==> src/design/descriptor_medoid_select_assert.svh <==
// Assertion macros for the descriptor medoid selection block.
// Needs nothing else; the including file provides clock and reset names.
`ifndef DESCRIPTOR_MEDOID_SELECT_ASSERT_SVH
`define DESCRIPTOR_MEDOID_SELECT_ASSERT_SVH
`ifndef ASSERT_OFF
`define DMS_ASSERT_IMPLY(label, clk, rst_n, ante, cons) \
    label: assert property (@(posedge clk) disable iff (!rst_n) (ante) |-> (cons)) \
        else $error("assertion failed");
`define DMS_ASSERT_NEVER(label, clk, rst_n, cond) \
    label: assert property (@(posedge clk) disable iff (!rst_n) !(cond)) \
        else $error("assertion failed");
`else
`define DMS_ASSERT_IMPLY(label, clk, rst_n, ante, cons)
`define DMS_ASSERT_NEVER(label, clk, rst_n, cond)
`endif
`endif

==> src/design/dms_pkg.sv <==
// Package for the descriptor medoid selection block: constants, types, helpers.
// Depends on nothing.
`default_nettype none
package dms_pkg;
    localparam int MAX_DESC_DEF  = 32;
    localparam int DESC_BITS_DEF = 256;
    localparam int WORDS         = 4;
    localparam int WORD_W        = 64;
    localparam int DIST_W        = 9;
    localparam int PC_W          = 7;
    localparam int IDX_OUT_W     = 5;

    typedef logic [WORDS-1:0][WORD_W-1:0] desc_t;

    typedef struct packed {
        desc_t words;
        logic  last;
    } item_t;

    typedef enum logic [2:0] {
        ST_IDLE,
        ST_ROW_RD,
        ST_ROW_CAP,
        ST_SCAN,
        ST_DRAIN,
        ST_DECIDE,
        ST_NEXT_ROW,
        ST_EMIT
    } back_state_t;

    // Bits of word w that lie below the descriptor length.
    function automatic logic [WORD_W-1:0] word_mask(input int w, input int bits);
        logic [WORD_W-1:0] m;
        m = '0;
        for (int b = 0; b < WORD_W; b++)
        begin
            m[b] = (WORD_W * w + b) < bits;
        end
        return m;
    endfunction

    function automatic logic [PC_W-1:0] popcount(input logic [WORD_W-1:0] x);
        logic [PC_W-1:0] s;
        s = '0;
        for (int b = 0; b < WORD_W; b++)
        begin
            s = s + PC_W'(x[b]);
        end
        return s;
    endfunction
endpackage
`default_nettype wire

==> src/design/dms_channels.sv <==
// Handshake channels of the descriptor medoid selection block.
// Depends on nothing.
`default_nettype none
interface dms_desc_if;
    logic        valid;
    logic        ready;
    logic [63:0] desc_word0;
    logic [63:0] desc_word1;
    logic [63:0] desc_word2;
    logic [63:0] desc_word3;
    logic        is_last;
    modport source (output valid, desc_word0, desc_word1, desc_word2, desc_word3, is_last,
                    input ready);
    modport sink   (input valid, desc_word0, desc_word1, desc_word2, desc_word3, is_last,
                    output ready);
endinterface

`default_nettype wire

==> src/design/dms_front.sv <==
// Front part: accepts descriptor items, masks them to the descriptor length
// and holds them in a two-entry queue for the back part. Uses dms_pkg.
`default_nettype none
module dms_front #(
    parameter int DESC_BITS = dms_pkg::DESC_BITS_DEF
) (
    input  wire logic          clk,
    input  wire logic          rst_n,
    dms_desc_if.sink           desc,
    output dms_pkg::item_t     q_item,
    output logic               q_valid,
    input  wire logic          q_ready
);
    dms_pkg::item_t fifo_reg [2];
    logic       wr_ptr_reg, wr_ptr_next;
    logic       rd_ptr_reg, rd_ptr_next;
    logic [1:0] cnt_reg, cnt_next;
    logic       push, pop;
    dms_pkg::item_t in_item;

    assign desc.ready = (cnt_reg != 2'd2);
    assign push       = desc.valid && desc.ready;
    assign q_valid    = (cnt_reg != 2'd0);
    assign pop        = q_valid && q_ready;
    assign q_item     = fifo_reg[rd_ptr_reg];

    always_comb
    begin
        in_item.words[0] = desc.desc_word0 & dms_pkg::word_mask(0, DESC_BITS);
        in_item.words[1] = desc.desc_word1 & dms_pkg::word_mask(1, DESC_BITS);
        in_item.words[2] = desc.desc_word2 & dms_pkg::word_mask(2, DESC_BITS);
        in_item.words[3] = desc.desc_word3 & dms_pkg::word_mask(3, DESC_BITS);
        in_item.last     = desc.is_last;
        wr_ptr_next = push ? ~wr_ptr_reg : wr_ptr_reg;
        rd_ptr_next = pop ? ~rd_ptr_reg : rd_ptr_reg;
        cnt_next    = cnt_reg + 2'(push) - 2'(pop);
    end

    always_ff @(posedge clk or negedge rst_n)
    begin
        if (!rst_n)
        begin
            wr_ptr_reg <= 1'b0;
            rd_ptr_reg <= 1'b0;
            cnt_reg    <= 2'd0;
        end
        else
        begin
            wr_ptr_reg <= wr_ptr_next;
            rd_ptr_reg <= rd_ptr_next;
            cnt_reg    <= cnt_next;
        end
    end

    always_ff @(posedge clk)
    begin
        if (push)
        begin
            fifo_reg[wr_ptr_reg] <= in_item;
        end
    end
endmodule
`default_nettype wire

==> src/flat_wrapper.sv <==
// flat-port wrapper written by rule: the top's interface ports become plain ports
module dms_front_flat 
#(
    parameter int DESC_BITS = dms_pkg::DESC_BITS_DEF
)
  (clk, rst_n, q_item, q_valid, q_ready, desc_valid, desc_desc_word0, desc_desc_word1, desc_desc_word2, desc_desc_word3, desc_is_last, desc_ready);
  dms_desc_if desc_i ();
  input  wire logic clk;
  input  wire logic rst_n;
  output dms_pkg::item_t q_item;
  output logic q_valid;
  input  wire logic q_ready;
  input wire logic [$bits(desc_i.valid)-1:0] desc_valid;
  input wire logic [$bits(desc_i.desc_word0)-1:0] desc_desc_word0;
  input wire logic [$bits(desc_i.desc_word1)-1:0] desc_desc_word1;
  input wire logic [$bits(desc_i.desc_word2)-1:0] desc_desc_word2;
  input wire logic [$bits(desc_i.desc_word3)-1:0] desc_desc_word3;
  input wire logic [$bits(desc_i.is_last)-1:0] desc_is_last;
  output wire logic [$bits(desc_i.ready)-1:0] desc_ready;
  assign desc_i.valid = desc_valid;
  assign desc_i.desc_word0 = desc_desc_word0;
  assign desc_i.desc_word1 = desc_desc_word1;
  assign desc_i.desc_word2 = desc_desc_word2;
  assign desc_i.desc_word3 = desc_desc_word3;
  assign desc_i.is_last = desc_is_last;
  assign desc_ready = desc_i.ready;
  dms_front #(.DESC_BITS(DESC_BITS)) u_core (.clk(clk), .rst_n(rst_n), .desc(desc_i), .q_item(q_item), .q_valid(q_valid), .q_ready(q_ready));
endmodule
==> config.mk <==
export PLATFORM = sky130hd
export DESIGN_NAME = dms_front_flat
export DESIGN_NICKNAME = d
export VERILOG_FILES = /design/src/design/descriptor_medoid_select_assert.svh /design/src/design/dms_pkg.sv /design/src/design/dms_channels.sv /design/src/design/dms_front.sv /design/src/flat_wrapper.sv
export SDC_FILE = /design/constraint.sdc
export NUM_CORES = 1
export LEC_CHECK = 0
export ABC_AREA = 0
export BUFFER_PORTS_ARGS = -buffer_cell sky130_fd_sc_hd__buf_2
export CAP_MARGIN = 10
export CORE_MARGIN = 2
export CORE_UTILIZATION = 25
export CTS_CLUSTER_SIZE = 12
export DETAILED_ROUTE_END_ITERATION = 7
export GPL_ROUTABILITY_DRIVEN = 0
export GPL_TIMING_DRIVEN = 0
export PLACE_DENSITY = 0.53
export SYNTH_ARGS = -nofsm -noshare
export SYNTH_HDL_FRONTEND = slang
export SYNTH_SLANG_ARGS = --single-unit
==> constraint.sdc <==
create_clock -name clk -period 15.3 [get_ports clk]
set_input_delay 3.06 -clock clk [delete_from_list [all_inputs] [get_ports clk]]
set_output_delay 3.06 -clock clk [all_outputs]
set_load 0.01 [all_outputs]
==> impl_metrics.py, run 1 <==
metrics = {
    "route": {
        "via_density_per_instance": 3.894,
        "vias": 9703,
        "drt_pre_antenna_iters": 4,
        "routed_wirelength_mm": 44.71,
        "antenna_left": 0,
        "routed_wire_length_per_instance_um": 17.94,
        "initialDrtViolationCount": 437,
        "drc_errors": 0,
    },
    "job": {
        "number_of_max_capacitance_violations_reported": 0,
    },
    "clock_network": {
        "post-cts-setup-buffer-count": 0,
        "clkSinkCount": 518,
        "cts_tree": "yes",
        "post_cts.resized_instances": 0,
        "cts_max_level": 2,
        "clk_path_buf_depth": 3,
        "clkSlewWorstSetupHoldPaths_ns": 0.06,
        "cts_root_buffer": "clkbuf_16",
        "cts_made_buffers": 56,
        "cts_hold_repair.buffers": 0,
        "worst_skew_pair.late_latency_ns": 0.60,
    },
    "grt": {
        "grt_remaining_overflow": 0,
        "track_usage_pct": 10.68,
        "grt_antenna_before_repair": 10,
        "number_of_global_route_vias_before_repair": 10490,
        "grt_max_degree": 63,
        "grt_pass1_wl_mm": 65.61,
    },
    "critical_path": {
        "critical_path.endpoint_type": "output port",
        "worst-path-buf-inv": 4,
        "worst_ep_required_time_ns": 12.24,
        "worstPathCellList": "buf_6 -> buf_8 -> buf_6 -> mux2_4 -> buf_2",
        "crit_type": "reg2out",
        "cpPeakStageDelay_ns": 0.34,
        "timing.critical_path.arrival_ns": 2.06,
        "critical-path-top-delay-family": "buffers and inverters",
        "setup.worst_path.start_class": "flip-flop",
        "timing.critical_path.mode_cell": "buf_6",
        "cp-startpoint": "u_core.rd_ptr_reg",
        "worst_path_max_delay_cell": "dfrtp_1",
        "path_max_fanout": 10,
        "r2r-start": "u_core.cnt_reg[1]",
        "setup.reg_to_reg.worst_slack_ns": 12.59,
    },
    "power": {
        "cell_internal_pwr_w": 0.003493,
        "sw_frac_of_total_pct": 29.39,
        "cellPowerDensity_nw_per_um2": 193.7,
        "seq_power_share_pct": 40.5,
        "power.ir.vdd_worst_mv": 0.1086,
        "power.total_w": 0.004947,
        "power_frac_comb_pct": 34.0,
        "switching_power_w": 0.001454,
        "power.share.clock_pct": 25.5,
        "static-leakage-power_nw": 9.932,
    },
    "finish": {
        "layout-area-overhead-vs-synth_pct": 30.30,
        "ff_latch_area_um2": 15530,
        "fraction_of_layout_cells_with_a_size_suffix_above_1_pct": 61.45,
        "multiInputGateArea_um2": 3754,
        "filler_cell_count": 7588,
        "layout.nets": 1673,
        "largest_register_ff_count": 514,
    },
    "timing": {
        "timing.final.max_slew_violations": 0,
        "clock_skew_ns": 0.01963,
        "worst_slew_margin_rel_pct": 55.70,
        "tmin_final_ns": 5.117,
        "finalCritPeriodShare_pct": 33.45,
        "tns_ns": 0,
        "unrepaired_setup_endpoints_after_global_routing": "no",
        "timing_hold_violations_final": 0,
        "worst_pin_slew_ns": 0.6630,
        "maxClockFrequency_ghz": 0.1954,
        "setup_viol": 0,
    },
    "synth": {
        "synth_cell_type_count": 17,
        "synth.cells.most_frequent": "edfxtp_1 (514), mux2_4 (201), mux2_2 (56), buf_6 (24), dfrtp_1 (4)",
        "yosysTopAreaCellShare_pct": 78.74,
        "yosysMostFrequentCell": "edfxtp_1",
        "ys_ff_latch": 518,
        "syn-num-nets": 1082,
        "netlist_instances": 819,
        "synth_edf_count": 514,
        "synth.area.top_cells": "edfxtp_1 (79%), mux2_4 (15%), mux2_2 (3.2%)",
        "yosys_warnings": 0,
        "ys_seq_area_share_pct": 79.25,
        "netlist_area_um2": 19600,
        "most_used_flip_flop_cell_after_synthesis": "edfxtp_1",
        "async_flop_share_pct": 0.7722,
        "synth_top_cell_by_area": "edfxtp_1",
        "synth.avg_cell_area_um2": 23.93,
    },
    "die": {
        "row_count": 102,
        "pin_count": 520,
        "die_height_um": 284.0,
        "die-width_um": 284.0,
        "start_util_pct": 25.26,
        "placeableCoreArea_um2": 77590,
        "die-area_um2": 80670,
    },
    "min_path": {
        "timing.hold.worst.class": "reg2reg",
        "worst_hold_path_startpoint": "u_core.cnt_reg[1]",
    },
    "place": {
        "detailedPlacementHpwl_mm": 31.66,
        "placement.io_buffers": 519,
    },
    "run_status": {
        "status": "finished clean",
    },
}
## logic make-up (layout without fill, tap and decap cells)
group,after synthesis,count (layout),synth area share [%]
buffers and inverters,32,663,1.666
muxes,257,257,18.61
xor gates and xnor gates,4,4,0.1788
adders and majority gates,2,2,0.1276
other,0,2,0
DFF,518,518,79.25
and+or+nand+nor,6,6,0.1660
## through the flow
step	worst slack (ns)	cell area (µm²)	hold slack, ns	util, %	std cells
6_report	10.18	25540	0.5139	32.92	2492
5_1_grt	10.05	25540	0.5571	32.92	2492
4_1_cts	10.06	25540	0.5222	32.91	2490
3_5_place_dp	9.949	23830	0.5061	30.71	2392
3_3_place_gp	-6.852	23500	0.4779	30.29	2378
2_1_floorplan	0.6243	19600	0.4597	-	819
## routing by layer
layer	track usage, %	routed length (µm)	vias to the layer above
li1	-	-	4463
met1	11.89	17160	4813
met2	18.61	22470	341
met3	4.429	4019	76
met4	3.105	995	10
met5	0	60	-
## final cells by class
class | instances | share of cell area (%)
timing repair buffer | 533 | 11.41
tap | 1040 | 5.095
sequential | 518 | 60.82
clock inverter | 26 | 0.7887
antenna | 2 | 0.01959
multi-input combinational | 269 | 14.70
clock buffer | 72 | 5.888
inverter | 3 | 0.04409
buffer | 29 | 1.234
## layout by cell type, fill, tap and decap left out, types with 2 or more instances in the layout
master and count:
bufinv_16 3, edfxtp_1 514, buf_8 2, clkbuf_1 14, buf_12 9, diode_2 2
buf_2 522, buf_6 24, mux2_2 56, clkbuf_16 58, clkinv_1 15, xnor2_1 3
buf_16 5, inv_1 3, mux2_4 201, clkinv_2 6, dfrtp_1 4, ha_1 2
## final timing paths
check / to / depth (start not counted)
setup / recovery: q_item[76] / 5
hold / removal: u_core.cnt_reg[1] / 1
setup reg to reg: u_core.fifo_reg[0][78] / 8
hold reg to reg: u_core.cnt_reg[1] / 1
max in group asynchronous: u_core.cnt_reg[0] / 1
min in group asynchronous: u_core.cnt_reg[1] / 1
## power by group through the flow
stage / logic (W) / registers [W] / clock network (W)
after floorplan: 0.00106 / 0.00215 / 0
after global placement: 0.00165 / 0.00225 / 0
after detailed placement: 0.00173 / 0.00203 / 0
after CTS: 0.00174 / 0.00201 / 0.00131
after global routing: 0.00180 / 0.00203 / 0.00136
final: 0.00168 / 0.00200 / 0.00126
(Power assumes the default switching activity.)
==> run 2, diff against run 1 <==
- ABC_AREA: 0 -> 1
- PLACE_DENSITY: 0.53 -> 0.55
- clock period: 15.3 -> 4.2 ns (I/O delays scaled with it)
==> run 2 against run 1 <==
Worst setup slack worse by 8.9 ns. Sequential share of layout area is 1.6 points higher. Final cell count is 20% higher. Routed wire length is 9.8% higher. Via count is 24% higher. Final area is 2.5% lower.
==> impl_metrics.py, run 2 <==
metrics = {
    "finish": {
        "finish.utilization_pct": 33.27,
        "layout.nets": 2232,
        "commonest_cells_after_routing_fill_and_taps_aside": "nand2_1 (783), buf_2 (545), edfxtp_1 (514), clkbuf_16 (57), clkbuf_1 (19)",
        "filler_cell_count": 7410,
        "largest_register_ff_count": 514,
        "layout-area-overhead-vs-synth_pct": 31.26,
        "layout.cells.most_common": "nand2_1",
        "fraction_of_layout_cells_with_a_size_suffix_above_1_pct": 33.37,
    },
    "power": {
        "power.share.clock_pct": 25.8,
        "cellPowerDensity_nw_per_um2": 721.0,
        "switching_power_w": 0.006198,
        "cell_internal_pwr_w": 0.01175,
        "seq_power_share_pct": 40.4,
        "static-leakage-power_nw": 10.55,
        "power.ir.vdd_worst_mv": 0.4091,
        "power.total_w": 0.01795,
        "power_frac_comb_pct": 33.7,
        "sw_frac_of_total_pct": 34.53,
    },
    "timing": {
        "tmin_final_ns": 2.926,
        "timing.final.max_slew_violations": 0,
        "clock_skew_ns": 0.02024,
        "finalWorstSetupSlack_ns": 1.274,
        "worst_slew_margin_rel_pct": 38.09,
        "tns_ns": 0,
        "hold_ws_ns": 0.4266,
        "finalCritPeriodShare_pct": 69.67,
        "timing_hold_violations_final": 0,
        "setup_viol": 0,
        "unrepaired_setup_endpoints_after_global_routing": "no",
        "worst_pin_slew_ns": 0.9265,
        "maxClockFrequency_ghz": 0.3417,
    },
    "route": {
        "drt_pre_antenna_iters": 5,
        "routed_wire_length_per_instance_um": 16.43,
        "initialDrtViolationCount": 608,
        "drc_errors": 0,
        "via_density_per_instance": 4.033,
        "antenna_left": 0,
        "vias": 12040,
        "routed_wirelength_mm": 49.07,
    },
    "die": {
        "die-width_um": 279.4,
        "pin_count": 520,
        "row_count": 100,
        "placeableCoreArea_um2": 74820,
        "start_util_pct": 25.35,
        "die-area_um2": 78080,
        "die_height_um": 279.4,
    },
    "synth": {
        "most_used_flip_flop_cell_after_synthesis": "edfxtp_1",
        "syn-num-nets": 1638,
        "yosys_warnings": 0,
        "yosysTopAreaCellShare_pct": 81.38,
        "ys_ff_latch": 518,
        "yosysMostFrequentCell": "nand2_1",
        "async_flop_share_pct": 0.7722,
        "netlist_instances": 1375,
        "synth_edf_count": 514,
        "synth_top_cell_by_area": "edfxtp_1",
        "ys_seq_area_share_pct": 81.91,
        "synth.avg_cell_area_um2": 13.79,
        "netlist_area_um2": 18970,
        "synth_cell_type_count": 12,
        "synth.cells.most_frequent": "nand2_1 (784), edfxtp_1 (514), buf_2 (26), buf_4 (16), buf_6 (13)",
        "synth.area.top_cells": "edfxtp_1 (81%), nand2_1 (16%), buf_6 (0.77%)",
    },
    "place": {
        "detailedPlacementHpwl_mm": 35.80,
        "place_ws_ns": 0.9259,
        "placement.io_buffers": 519,
    },
    "critical_path": {
        "worstPathCellList": "buf_4 -> buf_4 -> buf_2 -> nand2_1 -> nand2_1 -> buf_2",
        "worst_path_max_delay_cell": "dfrtp_1",
        "worst_ep_required_time_ns": 3.36,
        "setup.worst_path.start_class": "flip-flop",
        "crit_type": "reg2out",
        "path_max_fanout": 10,
        "critical_path.endpoint_type": "output port",
        "cpPeakStageDelay_ns": 0.32,
        "timing.critical_path.arrival_ns": 2.09,
    },
    "clock_network": {
        "cts_made_buffers": 56,
        "cts_max_level": 2,
        "cts_tree": "yes",
        "cts_root_buffer": "clkbuf_16",
        "clk_path_buf_depth": 3,
        "worst_skew_pair.late_latency_ns": 0.59,
        "clkSlewWorstSetupHoldPaths_ns": 0.07,
        "clkSinkCount": 518,
    },
    "min_path": {
        "timing.hold.worst.class": "in2reg",
    },
    "grt": {
        "track_usage_pct": 12.06,
        "grt_antenna_before_repair": 13,
        "number_of_global_route_vias_before_repair": 12280,
        "grt_remaining_overflow": 0,
        "grt_max_degree": 42,
        "grt_pass1_wl_mm": 72.46,
    },
    "run_status": {
        "status": "finished clean",
    },
    "job": {
        "number_of_max_capacitance_violations_reported": 0,
    },
}
## run 2: cell types whose count changed in the layout (fill, tap and decap cells not counted), moves of 4 or more
| cell | delta |
|---|---|
| buf_2 | +23 |
| buf_4 | +16 |
| buf_12 | +6 |
| buf_6 | -11 |
| diode_2 | +4 |
| clkinv_1 | -8 |
| nand2_1 | +782 |
| clkbuf_1 | +5 |
| mux2_4 | -201 |
| mux2_2 | -56 |
| buf_16 | -4 |
| inv_1 | +5 |
## run 2: kinds of logic after synthesis
logic type               synth area share, %
AND/OR/NAND/NOR                        15.62
adder cells (fa/ha/maj)               0.1319
buffers and inverters                  2.342
flip-flops                             81.91
## run 2: final timing paths
kind                                      from                      end  slack (ns)  depth (start not counted)
max in group asynchronous                rst_n        u_core.cnt_reg[1]        3.46                          2
min reg2reg                  u_core.wr_ptr_reg        u_core.wr_ptr_reg        0.49                          2
min in group asynchronous                rst_n        u_core.rd_ptr_reg        0.61                          2
max                          u_core.rd_ptr_reg              q_item[118]        1.27                          6
min                        desc_desc_word3[18]  u_core.fifo_reg[0][211]        0.43                          1
max reg2reg                  u_core.cnt_reg[1]  u_core.fifo_reg[1][142]        1.35                          7
## run 2: worst max-delay path, delay by kind of cell, from the launching register on
family / cells / cell delay, ns
buffers and inverters: 4 / 0.89
DFF: 1 / 0.32
and+or+nand+nor: 2 / 0.23
## run 2: through the flow
| stage | cells | area (µm²) |
|---|---|---|
| after floorplan | 1375 | 19010 |
| after global placement | 2863 | 22820 |
| after detailed placement | 2879 | 23140 |
| after CTS | 2980 | 24880 |
| after global routing | 2984 | 24890 |
| final | 2986 | 24900 |
## run 2: routing by layer
layer  global-route usage [%]  wire length, µm  up-vias
met1                    13.49            18830     5674
met3                    4.229             4067       96
met5                        0               90        -
met2                    21.24            24660      393
met4                    4.237             1421       12
li1                         -                -     5869
## run 2: repair_timing
| action | CTS | global route |
|---|---|---|
| resized for setup | 0 | 0 |
| hold buffers | 1 | 0 |
| setup buffers | 0 | 0 |
| setup endpoints to repair | 0 | 0 |
| endpoints found under the hold margin | 1 | 0 |
## run 2: layout make-up
cell class	count	area (µm²)	area share (%)
Sequential cell	518	15530	62.40
Inverter	10	43.79	0.1759
Multi-Input combinational cell	790	3023	12.14
Clock buffer	76	1518	6.096
Clock inverter	24	209.0	0.8393
Timing Repair Buffer	536	2935	11.79
Buffer	57	404.1	1.623
Tap cell	969	1212	4.870
Antenna cell	6	15.01	0.06031
## run 2: power groups by stage
stage | sequential [W] | clock [W] | combinational, W
floorplan | 0.00751 | 0 | 0.00322
finish | 0.00726 | 0.00464 | 0.00606
global route | 0.00735 | 0.00500 | 0.00669
global placement | 0.00768 | 0 | 0.00592
detailed placement | 0.00737 | 0 | 0.00621
CTS | 0.00726 | 0.00479 | 0.00623
